[src/hw/rtl/tdarb_pkg.sv]
// Package for the two-level direction arbiter.
// Holds field widths, status codes, the classified command type and the
// back-end state type. No dependencies.
package tdarb_pkg;

  // Default number of entries in each of the four request queues
  localparam int QUEUE_DEPTH_DEF = 16;

  // Field widths
  localparam int KEY_W  = 10;
  localparam int ID_W   = 8;
  localparam int ST_W   = 2;
  localparam int NUM_Q  = 4;
  localparam int QSEL_W = 2;

  // Command queue between front and back end
  localparam int QF_DEPTH = 2;
  localparam int QF_AW    = 1;

  // Command and direction codes
  localparam logic CMD_GRANT = 1'b1;
  localparam logic DIR_WEST  = 1'b0;
  localparam logic DIR_EAST  = 1'b1;

  // Result status codes
  typedef enum logic [ST_W-1:0] {
    ST_ACCEPTED = 2'd0,
    ST_FULL     = 2'd1,
    ST_GRANTED  = 2'd2,
    ST_NONE     = 2'd3
  } status_t;

  // Classified command handed from front end to back end
  typedef struct packed {
    logic             grant;
    logic             high;
    logic             dir;
    logic [KEY_W-1:0] key;
    logic [ID_W-1:0]  id;
  } op_t;

  // One stored queue entry
  typedef struct packed {
    logic [KEY_W-1:0] key;
    logic [ID_W-1:0]  id;
  } entry_t;

  // Back-end sequencer states
  typedef enum logic [2:0] {
    B_IDLE,
    B_INS,
    B_PUT,
    B_GNT,
    B_RESULT
  } back_state_t;

endpackage

[src/hw/rtl/tdarb_ifs.sv]
// Valid/ready channel interfaces for the arbiter's item and result streams.
// Depends on tdarb_pkg for field widths.
interface tdarb_in_if;
  import tdarb_pkg::*;

  logic             valid;
  logic             ready;
  logic             cmd;
  logic             direction;
  logic             high_priority;
  logic [KEY_W-1:0] sort_key;
  logic [ID_W-1:0]  requester_id;

  modport source (output valid, cmd, direction, high_priority, sort_key, requester_id,
                  input ready);
  modport sink   (input valid, cmd, direction, high_priority, sort_key, requester_id,
                  output ready);
endinterface

interface tdarb_out_if;
  import tdarb_pkg::*;

  logic            valid;
  logic            ready;
  logic [ST_W-1:0] status;
  logic [ID_W-1:0] granted_id;
  logic            granted_direction;
  logic            granted_high;

  modport source (output valid, status, granted_id, granted_direction, granted_high,
                  input ready);
  modport sink   (input valid, status, granted_id, granted_direction, granted_high,
                  output ready);
endinterface

[src/hw/rtl/two_level_direction_arbiter.sv]
// Top level of the two-level direction arbiter.
// Depends on tdarb_pkg, tdarb_ifs, tdarb_front, tdarb_fifo and tdarb_back.
//
// Four sorted request queues (high/low priority x west/east) of QUEUE_DEPTH
// entries each live in one single-port-write memory. An arrive item is
// inserted by walking from the queue tail toward the head, one entry per
// cycle, past the queued entries that sort after it; into an empty queue
// it is written at once, and a full queue refuses it. A grant item reads
// the chosen queue head. The front end and a two-entry command queue keep
// taking items while the back end works, and a result register holds each
// result until it is taken. No clearing pass is needed after reset.
module two_level_direction_arbiter #(
  parameter int QUEUE_DEPTH = tdarb_pkg::QUEUE_DEPTH_DEF
) (
  input logic          clk,
  input logic          rst_n,
  tdarb_in_if.sink     in_ch,
  tdarb_out_if.source  out_ch
);
  import tdarb_pkg::*;

  op_t  front_op, fifo_op;
  logic push, fifo_full, pop, fifo_empty;

  // Item intake and decode
  tdarb_front u_front (
    .clk       (clk),
    .rst_n     (rst_n),
    .in_ch     (in_ch),
    .push_op   (front_op),
    .push      (push),
    .fifo_full (fifo_full)
  );

  // Command queue
  tdarb_fifo u_fifo (
    .clk     (clk),
    .rst_n   (rst_n),
    .push    (push),
    .push_op (front_op),
    .full    (fifo_full),
    .pop     (pop),
    .pop_op  (fifo_op),
    .empty   (fifo_empty)
  );

  // Queue keeping and grant
  tdarb_back #(
    .QUEUE_DEPTH (QUEUE_DEPTH)
  ) u_back (
    .clk        (clk),
    .rst_n      (rst_n),
    .pop_op     (fifo_op),
    .fifo_empty (fifo_empty),
    .pop        (pop),
    .out_ch     (out_ch)
  );

endmodule

[src/hw/rtl/tdarb_front.sv]
// Front end: accepts input items, decodes them into commands and holds one
// in a register stage until the command queue takes it. Uses tdarb_pkg, tdarb_in_if.
module tdarb_front (
  input  logic             clk,
  input  logic             rst_n,
  tdarb_in_if.sink         in_ch,
  output tdarb_pkg::op_t   push_op,
  output logic             push,
  input  logic             fifo_full
);
  import tdarb_pkg::*;

  logic valid_r, valid_nxt;
  op_t  op_r, op_nxt;

  // Stage is free when empty or when its command moves on this cycle
  assign in_ch.ready = !valid_r || !fifo_full;
  assign push        = valid_r && !fifo_full;
  assign push_op     = op_r;

  // Decode the incoming item
  always_comb begin
    op_nxt.grant = (in_ch.cmd == CMD_GRANT);
    op_nxt.high  = in_ch.high_priority;
    op_nxt.dir   = in_ch.direction;
    op_nxt.key   = in_ch.sort_key;
    op_nxt.id    = in_ch.requester_id;
    valid_nxt    = in_ch.ready ? in_ch.valid : valid_r;
  end

  always_ff @(posedge clk) begin
    if (!rst_n) begin
      valid_r <= 1'b0;
    end else begin
      valid_r <= valid_nxt;
    end
  end

  always_ff @(posedge clk) begin
    if (in_ch.valid && in_ch.ready) begin
      op_r <= op_nxt;
    end
  end

endmodule

[src/hw/rtl/tdarb_fifo.sv]
// Short command queue between front and back end, built from registers.
// Uses tdarb_pkg for the command type and depth.
module tdarb_fifo (
  input  logic           clk,
  input  logic           rst_n,
  input  logic           push,
  input  tdarb_pkg::op_t push_op,
  output logic           full,
  input  logic           pop,
  output tdarb_pkg::op_t pop_op,
  output logic           empty
);
  import tdarb_pkg::*;

  op_t              slot_r [QF_DEPTH];
  logic [QF_AW-1:0] wp_r, rp_r;
  logic [QF_AW:0]   cnt_r;

  assign full   = (cnt_r == (QF_AW+1)'(QF_DEPTH));
  assign empty  = (cnt_r == '0);
  assign pop_op = slot_r[rp_r];

  // Pointers and fill count
  always_ff @(posedge clk) begin
    if (!rst_n) begin
      wp_r  <= '0;
      rp_r  <= '0;
      cnt_r <= '0;
    end else begin
      if (push) wp_r <= wp_r + 1'b1;
      if (pop)  rp_r <= rp_r + 1'b1;
      if (push && !pop)      cnt_r <= cnt_r + 1'b1;
      else if (pop && !push) cnt_r <= cnt_r - 1'b1;
    end
  end

  // Storage
  always_ff @(posedge clk) begin
    if (push) begin
      slot_r[wp_r] <= push_op;
    end
  end

endmodule

[src/hw/rtl/tdarb_back.sv]
// Back end: four sorted request queues in one memory (circular per queue),
// sorted insert from the tail, strict-priority grant with direction
// alternation, and the result register. Uses tdarb_pkg, tdarb_out_if.
module tdarb_back #(
  parameter int QUEUE_DEPTH = tdarb_pkg::QUEUE_DEPTH_DEF
) (
  input  logic           clk,
  input  logic           rst_n,
  input  tdarb_pkg::op_t pop_op,
  input  logic           fifo_empty,
  output logic           pop,
  tdarb_out_if.source    out_ch
);
  import tdarb_pkg::*;

  localparam int AW        = $clog2(QUEUE_DEPTH);
  localparam int CW        = $clog2(QUEUE_DEPTH + 1);
  localparam int MEM_DEPTH = NUM_Q << AW;
  localparam logic [AW:0]   DEPTH_X = (AW+1)'(QUEUE_DEPTH);
  localparam logic [CW-1:0] DEPTH_C = CW'(QUEUE_DEPTH);

  // Offset within a circular queue: (base + ofs) mod depth
  function automatic logic [AW-1:0] wrap(input logic [AW-1:0] base,
                                         input logic [AW-1:0] ofs);
    logic [AW:0] s;
    s = {1'b0, base} + {1'b0, ofs};
    if (s >= DEPTH_X) s = s - DEPTH_X;
    return s[AW-1:0];
  endfunction

  back_state_t state_r, state_nxt;

  // Queue bookkeeping
  logic [CW-1:0] cnt_r  [NUM_Q];
  logic [AW-1:0] head_r [NUM_Q];
  logic          last_r;

  // Entry memory
  entry_t mem [MEM_DEPTH];
  entry_t rdata_r;

  // Command being worked on
  logic [KEY_W-1:0]  key_r;
  logic [ID_W-1:0]   id_r;
  logic [QSEL_W-1:0] q_r;
  logic [AW-1:0]     i_r;
  logic              pick_r;

  // Pending result and output register
  status_t         res_status_r;
  logic [ID_W-1:0] res_id_r;
  logic            res_dir_r, res_high_r;
  logic            out_valid_r;
  status_t         out_status_r;
  logic [ID_W-1:0] out_id_r;
  logic            out_dir_r, out_high_r;

  // Decode and selection
  logic              arrive;
  logic              lvl, w_wait, e_wait, gnt_any, pick;
  logic [QSEL_W-1:0] sel_q;
  logic [CW-1:0]     n;
  logic [AW-1:0]     hd, nm1;
  logic              qfull, qempty, later;

  // Control
  logic                   mem_we, mem_re;
  logic [QSEL_W+AW-1:0]   waddr, raddr;
  entry_t                 wdata;
  logic                   cnt_inc, cnt_dec, out_load;

  // Grant choice: high level first, then alternate direction when both wait
  always_comb begin
    arrive  = !pop_op.grant;
    lvl     = (cnt_r[3] != '0) || (cnt_r[2] != '0);
    w_wait  = lvl ? (cnt_r[2] != '0) : (cnt_r[0] != '0);
    e_wait  = lvl ? (cnt_r[3] != '0) : (cnt_r[1] != '0);
    gnt_any = w_wait || e_wait;
    if (w_wait && e_wait) pick = ~last_r;
    else                  pick = w_wait ? DIR_WEST : DIR_EAST;
    if (state_r == B_IDLE) sel_q = arrive ? {pop_op.high, pop_op.dir} : {lvl, pick};
    else                   sel_q = q_r;
    n      = cnt_r[sel_q];
    hd     = head_r[sel_q];
    nm1    = AW'(n - CW'(1));
    qfull  = (n == DEPTH_C);
    qempty = (n == '0);
    later  = (rdata_r.key > key_r) || ((rdata_r.key == key_r) && (rdata_r.id > id_r));
  end

  // Next state
  always_comb begin
    state_nxt = state_r;
    case (state_r)
      B_IDLE: begin
        if (!fifo_empty) begin
          if (arrive) state_nxt = (qfull || qempty) ? B_RESULT : B_INS;
          else        state_nxt = gnt_any ? B_GNT : B_RESULT;
        end
      end
      B_INS: begin
        if (!later)          state_nxt = B_RESULT;
        else if (i_r == '0)  state_nxt = B_PUT;
      end
      B_PUT:    state_nxt = B_RESULT;
      B_GNT:    state_nxt = B_RESULT;
      B_RESULT: if (!out_valid_r || out_ch.ready) state_nxt = B_IDLE;
      default:  state_nxt = B_IDLE;
    endcase
  end

  // Control outputs
  always_comb begin
    pop      = 1'b0;
    mem_we   = 1'b0;
    mem_re   = 1'b0;
    waddr    = {sel_q, hd};
    raddr    = {sel_q, hd};
    wdata    = '{key: key_r, id: id_r};
    cnt_inc  = 1'b0;
    cnt_dec  = 1'b0;
    out_load = 1'b0;
    case (state_r)
      B_IDLE: begin
        if (!fifo_empty) begin
          pop = 1'b1;
          if (arrive) begin
            if (!qfull && qempty) begin
              mem_we  = 1'b1;
              wdata   = '{key: pop_op.key, id: pop_op.id};
              cnt_inc = 1'b1;
            end else if (!qfull) begin
              // start the walk at the tail entry
              mem_re = 1'b1;
              raddr  = {sel_q, wrap(hd, nm1)};
            end
          end else if (gnt_any) begin
            mem_re = 1'b1;
          end
        end
      end
      B_INS: begin
        // shift a later entry up one place, or drop the new one in behind it
        mem_we = 1'b1;
        waddr  = {sel_q, wrap(hd, AW'(i_r + AW'(1)))};
        if (later) begin
          wdata = rdata_r;
          if (i_r != '0) begin
            mem_re = 1'b1;
            raddr  = {sel_q, wrap(hd, AW'(i_r - AW'(1)))};
          end
        end else begin
          cnt_inc = 1'b1;
        end
      end
      B_PUT: begin
        mem_we  = 1'b1;
        cnt_inc = 1'b1;
      end
      B_GNT:    cnt_dec  = 1'b1;
      B_RESULT: out_load = !out_valid_r || out_ch.ready;
      default: ;
    endcase
  end

  // Control state
  always_ff @(posedge clk) begin
    if (!rst_n) begin
      state_r     <= B_IDLE;
      last_r      <= DIR_EAST;
      out_valid_r <= 1'b0;
      for (int k = 0; k < NUM_Q; k++) begin
        cnt_r[k]  <= '0;
        head_r[k] <= '0;
      end
    end else begin
      state_r <= state_nxt;
      if (cnt_inc)      cnt_r[sel_q] <= n + CW'(1);
      else if (cnt_dec) cnt_r[sel_q] <= n - CW'(1);
      if (state_r == B_GNT) begin
        head_r[sel_q] <= wrap(hd, AW'(1));
        last_r        <= pick_r;
      end
      if (out_load)          out_valid_r <= 1'b1;
      else if (out_ch.ready) out_valid_r <= 1'b0;
    end
  end

  // Working registers and result
  always_ff @(posedge clk) begin
    if (pop) begin
      key_r  <= pop_op.key;
      id_r   <= pop_op.id;
      q_r    <= sel_q;
      i_r    <= nm1;
      pick_r <= pick;
      res_id_r <= '0;
      if (arrive) begin
        res_status_r <= qfull ? ST_FULL : ST_ACCEPTED;
        res_dir_r    <= 1'b0;
        res_high_r   <= 1'b0;
      end else if (gnt_any) begin
        res_status_r <= ST_GRANTED;
        res_dir_r    <= pick;
        res_high_r   <= lvl;
      end else begin
        res_status_r <= ST_NONE;
        res_dir_r    <= 1'b0;
        res_high_r   <= 1'b0;
      end
    end
    if (state_r == B_INS && later && i_r != '0) i_r <= i_r - AW'(1);
    if (state_r == B_GNT) res_id_r <= rdata_r.id;
    if (out_load) begin
      out_status_r <= res_status_r;
      out_id_r     <= res_id_r;
      out_dir_r    <= res_dir_r;
      out_high_r   <= res_high_r;
    end
  end

  // Entry memory, registered read
  always_ff @(posedge clk) begin
    if (mem_we) mem[waddr] <= wdata;
    if (mem_re) rdata_r <= mem[raddr];
  end

  assign out_ch.valid             = out_valid_r;
  assign out_ch.status            = out_status_r;
  assign out_ch.granted_id        = out_id_r;
  assign out_ch.granted_direction = out_dir_r;
  assign out_ch.granted_high      = out_high_r;

  // Counts never pass the queue depth
  a_cnt_bound: assert property (@(posedge clk) disable iff (!rst_n)
    cnt_r[0] <= DEPTH_C && cnt_r[1] <= DEPTH_C && cnt_r[2] <= DEPTH_C && cnt_r[3] <= DEPTH_C)
    else $error("queue count above depth");

  // The insert walk only runs over a non-empty queue
  a_ins_nonempty: assert property (@(posedge clk) disable iff (!rst_n)
    state_r == B_INS |-> cnt_r[q_r] != '0)
    else $error("insert walk on empty queue");

  // Last direction only moves on a grant
  a_last_dir: assert property (@(posedge clk) disable iff (!rst_n)
    $past(rst_n) && !$stable(last_r) |-> $past(state_r) == B_GNT)
    else $error("last direction changed outside a grant");

  // Non-grant results carry zero grant fields
  a_zero_fields: assert property (@(posedge clk) disable iff (!rst_n)
    out_valid_r && out_status_r != ST_GRANTED |->
      out_id_r == '0 && !out_dir_r && !out_high_r)
    else $error("grant fields set on non-grant result");

endmodule
[src/flat_wrapper.sv]
// flat-port wrapper written by rule: the top's interface ports become plain ports
module two_level_direction_arbiter_flat import tdarb_pkg::*;
#(
  parameter int QUEUE_DEPTH = tdarb_pkg::QUEUE_DEPTH_DEF
)
  (clk, rst_n, in_ch_valid, in_ch_cmd, in_ch_direction, in_ch_high_priority, in_ch_sort_key, in_ch_requester_id, in_ch_ready, out_ch_valid, out_ch_status, out_ch_granted_id, out_ch_granted_direction, out_ch_granted_high, out_ch_ready);
  tdarb_in_if in_ch_i ();
  tdarb_out_if out_ch_i ();
  input logic clk;
  input logic rst_n;
  input wire logic [$bits(in_ch_i.valid)-1:0] in_ch_valid;
  input wire logic [$bits(in_ch_i.cmd)-1:0] in_ch_cmd;
  input wire logic [$bits(in_ch_i.direction)-1:0] in_ch_direction;
  input wire logic [$bits(in_ch_i.high_priority)-1:0] in_ch_high_priority;
  input wire logic [$bits(in_ch_i.sort_key)-1:0] in_ch_sort_key;
  input wire logic [$bits(in_ch_i.requester_id)-1:0] in_ch_requester_id;
  output wire logic [$bits(in_ch_i.ready)-1:0] in_ch_ready;
  output wire logic [$bits(out_ch_i.valid)-1:0] out_ch_valid;
  output wire logic [$bits(out_ch_i.status)-1:0] out_ch_status;
  output wire logic [$bits(out_ch_i.granted_id)-1:0] out_ch_granted_id;
  output wire logic [$bits(out_ch_i.granted_direction)-1:0] out_ch_granted_direction;
  output wire logic [$bits(out_ch_i.granted_high)-1:0] out_ch_granted_high;
  input wire logic [$bits(out_ch_i.ready)-1:0] out_ch_ready;
  assign in_ch_i.valid = in_ch_valid;
  assign in_ch_i.cmd = in_ch_cmd;
  assign in_ch_i.direction = in_ch_direction;
  assign in_ch_i.high_priority = in_ch_high_priority;
  assign in_ch_i.sort_key = in_ch_sort_key;
  assign in_ch_i.requester_id = in_ch_requester_id;
  assign in_ch_ready = in_ch_i.ready;
  assign out_ch_valid = out_ch_i.valid;
  assign out_ch_status = out_ch_i.status;
  assign out_ch_granted_id = out_ch_i.granted_id;
  assign out_ch_granted_direction = out_ch_i.granted_direction;
  assign out_ch_granted_high = out_ch_i.granted_high;
  assign out_ch_i.ready = out_ch_ready;
  two_level_direction_arbiter #(.QUEUE_DEPTH(QUEUE_DEPTH)) u_core (.clk(clk), .rst_n(rst_n), .in_ch(in_ch_i), .out_ch(out_ch_i));
endmodule
[config.mk]
export PLATFORM = sky130hd
export DESIGN_NAME = two_level_direction_arbiter_flat
export DESIGN_NICKNAME = d
export VERILOG_FILES = /design/src/hw/rtl/tdarb_pkg.sv /design/src/hw/rtl/tdarb_ifs.sv /design/src/hw/rtl/two_level_direction_arbiter.sv /design/src/hw/rtl/tdarb_front.sv /design/src/hw/rtl/tdarb_fifo.sv /design/src/hw/rtl/tdarb_back.sv /design/src/flat_wrapper.sv
export SDC_FILE = /design/constraint.sdc
export NUM_CORES = 2
export LEC_CHECK = 0
export ABC_AREA = 1
export BUFFER_PORTS_ARGS = -buffer_cell sky130_fd_sc_hd__buf_4
export CORE_ASPECT_RATIO = 0.5
export CORE_MARGIN = 2
export CORE_UTILIZATION = 50
export DETAILED_ROUTE_END_ITERATION = 7
export PLACE_DENSITY = 0.65
export SLEW_MARGIN = 40
export SYNTH_ARGS = -nofsm -noshare
export SYNTH_HDL_FRONTEND = slang
export SYNTH_SLANG_ARGS = --single-unit
[constraint.sdc]
create_clock -name clk -period 8.5 [get_ports clk]
set_clock_uncertainty 0.15 [all_clocks]
set_input_delay 0.85 -clock clk [delete_from_list [all_inputs] [get_ports clk]]
set_output_delay 0.85 -clock clk [all_outputs]
set_load 0.02 [all_outputs]
==> results.txt <==
Outcome: completed
Vias: 40,860
Dominant synthesized flop cell: edfxtp_1
Start point of the worst min-delay path: in_ch_sort_key[2]
Drt pass-1 iters: 6
Fmax: 125.9 MHz
Yosys cell types: 47
Top cell type's share of synthesized area: 0.6791
Worst skew pair latency: 0.73 ns
Slew HR: 0.3845
Layout cell share with drive strength beyond 1: 0.07061
Mean Syn Cell Area: 10.60 sq um
GPL Wtd Cong: 0.9185
Final global-route overflow total: 0
Crit path time final: 7.941 ns
Hold_buf cts: 0
First-pass GRT wire length: 242,200 microns
Port Buf Inserts: 38
Max-cap violation count: 0
Flops & latches, synth: 1,329
Total number of yosys warnings: 0
CTS root buf: clkbuf_16
Global router's overall resource usage: 0.2693
Reg-to-Reg Start: u_core.u_back.state_r[1]$_SDFFE_PN0P_
DRT iter0 DRCs: 5,812
Die Span X: 486.8 microns
Number of global-route vias before repair: 38,310
Async set-or-reset flop fraction in the synthesized netlist: 0
CP max stage delay: 0.84 ns
Slew Limit Fails: 0
DIE HEIGHT: 245.4 microns
Post-synthesis sequential area ratio: 0.6829
Post-synthesis simple-gate area fraction: 0.2390
Crit share post-route: 0.9342
Fraction of the mapped netlist area in adder cells: 0.007686
Clock tree sinks: 1,329
CP required: 8.83 ns
Worst Path Max Fanout: 141
RSZ-0062 raised after global routing: no
Syn Nets: 5,558
Worst-margin pin slew: 0.9232 ns
CTS Buf Count: 117
Avg Vias per Cell: 5.792
Worst setup EP type: flip-flop
Worst Setup SP: u_core.u_back.state_r[1]$_SDFFE_PN0P_
IO Count: 39
Synth Area in Compound Gates: 0.01243
Synth-to-Final Area Change: 10.12%
Layout Nets: 5,486
XOR/XNOR Fraction of Synth Area: 0.001803
Max clock buf depth: 3
Area of placed instances: 60,480 sq um
Mapped Area: 58,280 sq um
Worst Path Arrival: 8.27 ns
ANT nets after route: 0
CTS H-tree lvls: 3
Clock-pin slew of the registers on the worst-case setup and hold paths: 0.07 ns
Ranking of synthesized cells by area: edfxtp_1, nand2_1, nand3_1
EDFF count, synth: 1,318
Row count: 88
Post-CTS resize count: 0
Critical path class: reg2reg
Final hold violations: 0
Hold crit path type: in2reg
Count of final setup violators: 0
CTS tree: done
CP most frequent cell: nand2_1
Core region area: 115,400 sq um
DRC viols: 0
Mux share of post-synthesis cell area: 0
Detailed Route WL: 162,700 microns
Finished Cell Area: 64,180 sq um
CP max-delay cell: nand2_8
Dpl hpwl: 93,710 microns
Final Non-Filler Cells: 7,055
Final setup TNS: 0 ns
Synth area leader: edfxtp_1
Dpl cells: 6,836
Largest family of logic cells by synthesized area: simple AND/OR/NAND/NOR gates
Post-CTS Setup Inserts: 0
Die ar.: 119,500 sq um
Routed WL per cell: 23.07 microns
Worst Setup Start Kind: flip-flop
Initial Util: 0.5051
Largest net degree at the start of global routing: 179
Antenna violations before repair: 1
Syn Inst Count: 5,499
[worst paths after layout]
path	slack [ns]	to	depth (start not counted)
hold reg to reg	0.27	u_core.u_back.out_ch.granted_id[6]$_DFFE_PP_	0
setup reg to reg	0.56	u_core.u_back.rdata_r[3]$_DFFE_PP_	29
hold / removal	0.15	u_core.u_front.push_op[10]$_DFFE_PP_	1
setup / recovery	0.56	u_core.u_back.rdata_r[3]$_DFFE_PP_	29
[final cells by class]
class	instances	area [sq um]
Timing Repair Buffer	135	1628
Sequential cell	1329	39800
Clock buffer	151	3077
Clock inverter	64	558.0
Inverter	456	1730
Fill cell	9680	51220
Tap cell	1530	1914
Antenna cell	2	5.005
Multi-Input combinational cell	3388	15460
[per-stage QoR]
stage / hold WS [ns] / util / setup WS (ns)
final: 0.1509 / 0.5562 / 0.5589
after global routing: 0.1154 / 0.5561 / 0.3559
after CTS: 0.1124 / 0.5556 / 0.9423
after detailed placement: 0.2545 / 0.5241 / 0.9497
after global placement: 0.2523 / 0.5204 / 0.9133
after floorplan: 0.2503 / - / 3.599
[cell usage in the layout, fill, tap and decap left out, drive strengths merged]
cell / n
and3: 1
inv: 456
o2111ai: 1
o21ai: 47
nor2: 135
nor3: 7
edfxtp: 1318
o21bai: 1
o22ai: 2
clkinv: 47
a22oi: 18
clkinvlp: 8
xnor2: 3
nor4: 1
o211ai: 4
dfxtp: 11
a21oi: 40
nand3b: 73
a211oi: 2
clkbuf: 151
diode: 2
buf: 135
a221oi: 2
nand4: 3
bufinv: 9
xor2: 9
a31oi: 4
ha: 31
nand2: 1849
nand3: 1147
o21a: 1
fa: 3
or2: 3
a22o: 1
[per-layer routing]
layer | vias to the layer above | global-route usage | wire length [microns]
li1 | 18520 | - | -
met1 | 19780 | 0.4068 | 70010
met2 | 2309 | 0.3974 | 69890
met3 | 256 | 0.05873 | 18930
met4 | 0 | 0.06394 | 3916
met5 | - | 0 | 0
[worst max-delay path: cells and delay by family (launching register included)]
kind	cells	cell delay, ns
AO/OA/AOI/OAI	3	1.06
flip-flops	1	0.36
AND/OR/NAND/NOR	15	3.17
buffers and inverters	10	2.18
adder cells (fa/ha/maj)	1	0.31
[kinds of logic (layout without fill, tap and decap cells)]
| logic type | Yosys count | after routing |
|---|---|---|
| buffers and inverters | 782 | 806 |
| adder cells (fa/ha/maj) | 34 | 34 |
| AND/OR/NAND/NOR | 3219 | 3219 |
| other | 0 | 2 |
| XOR/XNOR | 12 | 12 |
| flip-flops | 1329 | 1329 |
| AO/OA/AOI/OAI | 123 | 123 |
[flip-flops by register name, indices dropped and copies added, names as in the netlist, 2 cells and up, named ones only]
signal	flops
u_core.u_back.cnt_r	20
u_core.u_back.head_r	16
u_core.u_back.i_r	4
u_core.u_back.id_r	8
u_core.u_back.key_r	10
u_core.u_back.mem	1152
u_core.u_back.out_ch.granted_id	8
u_core.u_back.out_ch.status	2
u_core.u_back.q_r	2
u_core.u_back.rdata_r	18
u_core.u_back.res_id_r	8
u_core.u_back.res_status_r	2
u_core.u_back.state_r	3
u_core.u_fifo.cnt_r	2
u_core.u_fifo.slot_r	42
u_core.u_front.push_op	21
[cells in the mapped netlist, types with 5 or more instances]
| library cell | count |
|---|---|
| a21oi_1 | 39 |
| a22oi_1 | 18 |
| buf_1 | 35 |
| buf_2 | 197 |
| buf_4 | 11 |
| buf_6 | 6 |
| clkbuf_1 | 77 |
| dfxtp_1 | 11 |
| edfxtp_1 | 1318 |
| ha_1 | 31 |
| inv_1 | 444 |
| inv_2 | 10 |
| nand2_1 | 1837 |
| nand2_2 | 10 |
| nand3_1 | 1145 |
| nand3b_1 | 73 |
| nor2_1 | 126 |
| nor2_2 | 5 |
| nor3_1 | 6 |
| o21ai_0 | 46 |
| xor2_1 | 9 |
Power is not shown: default switching activity piles up to over one toggle a cycle in this logic, so the estimate is an artifact.
